## src/mtf_pkg.sv

```systemverilog
// Shared types and constants for the minimum-tracking FIFO.
package mtf_pkg;

  // Default number of entry cells (and minimum-chain cells)
  localparam int unsigned DefaultDepth = 256;

  // Widths of the beat fields
  localparam int unsigned KeyW = 32;
  localparam int unsigned ObjW = 32;

  typedef logic signed [KeyW-1:0] key_t;
  typedef logic [ObjW-1:0]        obj_t;

  // Minimum reported while the queue holds nothing
  localparam key_t EmptyMin = key_t'(10000);

  // Operation code carried in func
  typedef enum logic {
    OP_ENQ = 1'b0,
    OP_DEQ = 1'b1
  } op_e;

  // Result status
  typedef enum logic [1:0] {
    STAT_OK    = 2'd0,
    STAT_EMPTY = 2'd1,
    STAT_FULL  = 2'd2
  } status_e;

  // Per-cycle command broadcast to every cell of a chain
  typedef struct packed {
    logic push;  // append a new key at the rear
    logic pop;   // every cell takes its right neighbor's contents
  } cell_ctrl_t;

endpackage

```

## src/mtf_min_cell.sv

```systemverilog
// One cell of the nondecreasing minimum chain.
module mtf_min_cell (
  input  logic                clk_i,
  input  logic                rst_ni,
  input  mtf_pkg::cell_ctrl_t ctrl_i,
  input  logic                left_kept_i,
  input  logic                right_valid_i,
  input  mtf_pkg::key_t       right_key_i,
  input  mtf_pkg::key_t       key_in_i,
  output logic                kept_o,
  output logic                valid_o,
  output logic                valid_d_o,
  output mtf_pkg::key_t       key_o,
  output mtf_pkg::key_t       key_d_o
);

  logic          valid_q, valid_d;
  mtf_pkg::key_t key_q, key_d;
  logic          kept;

  // Survives a push when it holds a key not above the new one; since the
  // chain is sorted, survivors form a prefix
  assign kept = valid_q && !(key_q > key_in_i);

  // Pop shifts toward the front; push drops larger keys and the first
  // dropped (or empty) cell after the survivors takes the new key
  always_comb begin
    valid_d = valid_q;
    key_d   = key_q;
    if (ctrl_i.pop) begin
      valid_d = right_valid_i;
      key_d   = right_key_i;
    end else if (ctrl_i.push && !kept) begin
      valid_d = left_kept_i;
      key_d   = key_in_i;
    end
  end

  always_ff @(posedge clk_i or negedge rst_ni) begin
    if (!rst_ni) begin
      valid_q <= 1'b0;
    end else begin
      valid_q <= valid_d;
    end
  end

  always_ff @(posedge clk_i) begin
    key_q <= key_d;
  end

  assign kept_o    = kept;
  assign valid_o   = valid_q;
  assign valid_d_o = valid_d;
  assign key_o     = key_q;
  assign key_d_o   = key_d;

endmodule

```

## config.mk

```make
export PLATFORM = sky130hd
export DESIGN_NAME = mtf_min_cell
export DESIGN_NICKNAME = d
export VERILOG_FILES = /design/src/mtf_pkg.sv /design/src/mtf_min_cell.sv
export SDC_FILE = /design/constraint.sdc
export NUM_CORES = 1
export LEC_CHECK = 0
export ABC_CLOCK_PERIOD_IN_PS = 6900
export BUFFER_PORTS_ARGS = -buffer_cell sky130_fd_sc_hd__buf_2
export CORE_UTILIZATION = 45
export DETAILED_ROUTE_END_ITERATION = 8
export PLACE_DENSITY = 0.83
export SYNTH_ARGS = -nofsm -noshare
export SYNTH_HDL_FRONTEND = slang
export SYNTH_SLANG_ARGS = --single-unit
```

## constraint.sdc

```tcl
create_clock -name clk_i -period 6.9 [get_ports clk_i]
set_input_delay 0.345 -clock clk_i [delete_from_list [all_inputs] [get_ports clk_i]]
set_output_delay 0.345 -clock clk_i [all_outputs]
set_load 0.005 [all_outputs]
```

==> results.md <==
- Final Cycle Share: 61.4%
- Pwr dens: 220 nW/µm²
- Crit path DAT: 3.89 ns
- Max VDD drop: 0.000107 V
- Worst Hold Endpoint: key_o[13]
- Startpoint types: register
- Num CTS Buffers: 5
- Setup slack, reg-to-reg: 3.36 ns
- First-pass GRT wire length: 12.4 mm
- FMAX: 236 MHz
- Delay-heaviest family, CP: simple AND/OR/NAND/NOR gates
- DRT antenna net count: 0
- Minimum clock period after layout: 4.24 ns
- Hold Startpoint: right_key_i[13]
- #FFs+latches synth: 33
- Placed insts: 504
- H-tree Lvls: 2
- Clk sinks: 33
- Mean area per synthesized cell: 8.44 µm²
- Final core utilization: 60.8%
- Seq/Total Area, Yosys: 24.7%
- Routed vias/inst: 5.66
- Synthesis-to-finish area growth: 27.4%
- Diode count: 0
- Leak Pwr: 1.71 nW
- Vias in the first global route: 2780
- IO Port Bufs: 136
- Reg2Reg Depth: 8
- Critical path class: register to output port
- Unrepaired setup endpoints after global routing: false
- Max Slew Vio Count: 0
- Placed instance area: 3320 µm²
- DR WL/cell: 15.1 µm
- Final hold vios: 0
- Yosys Warn Count: 0
- Via count: 2906
- First-pass iteration count of the detailed router: 4
- Layout cells sized above 1: 42.9%
- Critical path, cell by cell: ha_1 -> nand4_1 -> or4_4 -> or4_4 -> and3_4 -> a22oi_4 -> nand4_1 -> a31oi_1 -> buf_2
- Final Instance Area: 3430 µm²
- CP bufs+invs: 1
- Core ar.: 5640 µm²
- Final GP Congestion: 0.827
- Syn nets: 421
- Largest net degree at the start of global routing: 67
- R2R Path Start: key_o[31]
- Syn Inst Count: 319
- Hold path depth: 3
- Overflow after GRT: 0
- Clk_lat worst skew: 0.28 ns
- FFs w/ async S/R, synth: 3.03%
- Slowest CP cell: a22oi_4
- Row count: 27
- Synth Flop Type: dfxtp_1
- Initial antenna violation count: 0
- Max stage delay on crit path: 0.71 ns
- EDFF count, synth: 0
- Max_cap viols: 0
- Mapped Area: 2690 µm²
- Hold Path Class: input port to register
- GRT Util Overall: 24.5%
- Rel. slew slack: 33.3%
- DRC: 0
- Die Y: 79.3 µm
- Die ar.: 6290 µm²
- Status: finished, final reports clean
- CP Capture Type: output port
- Worst EP required: 6.55 ns
- Worst R2R End: key_o[24]
- Fillcell total: 520
- WHS: 0.325 ns
- Clock-pin slew on the worst setup and hold paths: 0.08 ns
- Initial Utilization: 47.7%
- DR iter-0 viols: 147
- Worst slew pin tran: 1.00 ns
- Die W: 79.3 µm
- Ports: 137
- TritonCTS clock tree: done
- Clk buf depth: 2
- DP HPWL: 5.61 mm
- CTS root buf: clkbuf_8
- Total Wirelength: 7.73 mm
- Clock Skew: 0.00464 ns
- Layout Nets: 542
- Crit-path max FO: 32
- Final setup fails: 0
- Yosys cell types: 38
- Layout Cells excl Fill: 513
- Setup TNS: 0 ns
## worst max path at each step
stage	slack, ns	cells past startpoint	to	from
detailed placement	2.89	11	key_d_o[3]	key_in_i[31]
finish	2.66	9	key_d_o[24]	key_o[31]
global route	2.44	9	key_d_o[10]	key_o[31]
floorplan	3.77	10	key_d_o[10]	key_in_i[31]
CTS	2.72	9	key_d_o[3]	key_o[31]
global placement	3.05	11	key_d_o[24]	key_in_i[31]
## metrics by stage
| stage | worst slack, ns | power, mW |
|---|---|---|
| after global routing | 2.44 | 0.809 |
| final | 2.66 | 0.755 |
| after detailed placement | 2.89 | 0.590 |
| after global placement | 3.05 | 0.578 |
| after CTS | 2.72 | 0.760 |
| after floorplan | 3.77 | 0.471 |
## cell usage after synthesis, types with 2 or more instances
master    instances  area (µm²)
a21oi_1          16        80.1
a31oi_1          32         200
buf_2             6        30.0
buf_4             6        45.0
buf_6             6        67.6
clkbuf_1          8        30.0
dfxtp_1          32         641
ha_1             32         400
inv_1            36         135
nand2_1          11        41.3
nand3_1           3        15.0
nand4_1          38         238
nor2_1           32         120
nor3_1            3        15.0
o21ai_0           4        20.0
o31ai_1           2        15.0
o31ai_2          30         375
or4_4             2        22.5
## state kept, by name (all words and copies together), names as in the netlist
name	count
valid_o	1
key_o	32
## placed cells by master, fill, tap and decap left out, types with 4 or more instances in the layout
master,instances
buf_2,136
nand4_1,38
inv_1,35
nor2_1,32
a31oi_1,32
ha_1,32
dfxtp_1,32
o31ai_2,30
a21oi_1,16
nand2_1,11
clkbuf_8,7
o21ai_0,4
## cell type report
cell class                 count  area [µm²]  area share (%)
clock inverter                 1        5.00           0.146
clock buffer                   7        96.3            2.81
timing repair buffer         140         713            20.8
tap                           72        90.1            2.63
inverter                      36         135            3.94
sequential                    33         666            19.4
multi-input combinational    224        1720            50.3
## power by group
group | total (mW) | leakage [nW] | internal [mW] | switching (mW)
clock | 0.167 | 0.0542 | 0.0903 | 0.0767
sequential | 0.252 | 0.281 | 0.224 | 0.0275
combinational | 0.336 | 1.38 | 0.152 | 0.184
## layer usage
metal | GRT usage, % | wire length, µm | vias up
met5 | 0 | 0 | -
met4 | 8.73 | 87 | 0
met3 | 4.25 | 451 | 8
met2 | 44.9 | 3950 | 107
met1 | 28.1 | 3240 | 1351
li1 | - | - | 1440
## cell families (layout without fill, tap and decap cells)
family          after synthesis  count (layout)  synth area share, %
simple gates                 98              98                 19.3
fa+ha+maj                    32              32                 14.9
buf+inv                      62             184                 11.4
compound gates               94              94                 29.6
flops                        33              33                 24.7
## worst register-to-register path, stage by stage, from the launching register on
cell and delay (ns):
dfxtp_1 0.33, ha_1 0.40, nand4_1 0.17, or4_4 0.58
or4_4 0.50, and3_4 0.22, a22oi_4 0.71, nand4_1 0.20
a31oi_1 0.32
## repair_timing
action,4_1_cts,5_1_grt
buffers inserted,0,0
hold buffers,1,0
resized for setup,0,0
setup endpoints to repair,0,0
endpoints found under the hold margin,1,0
(Power assumes the default switching activity.)
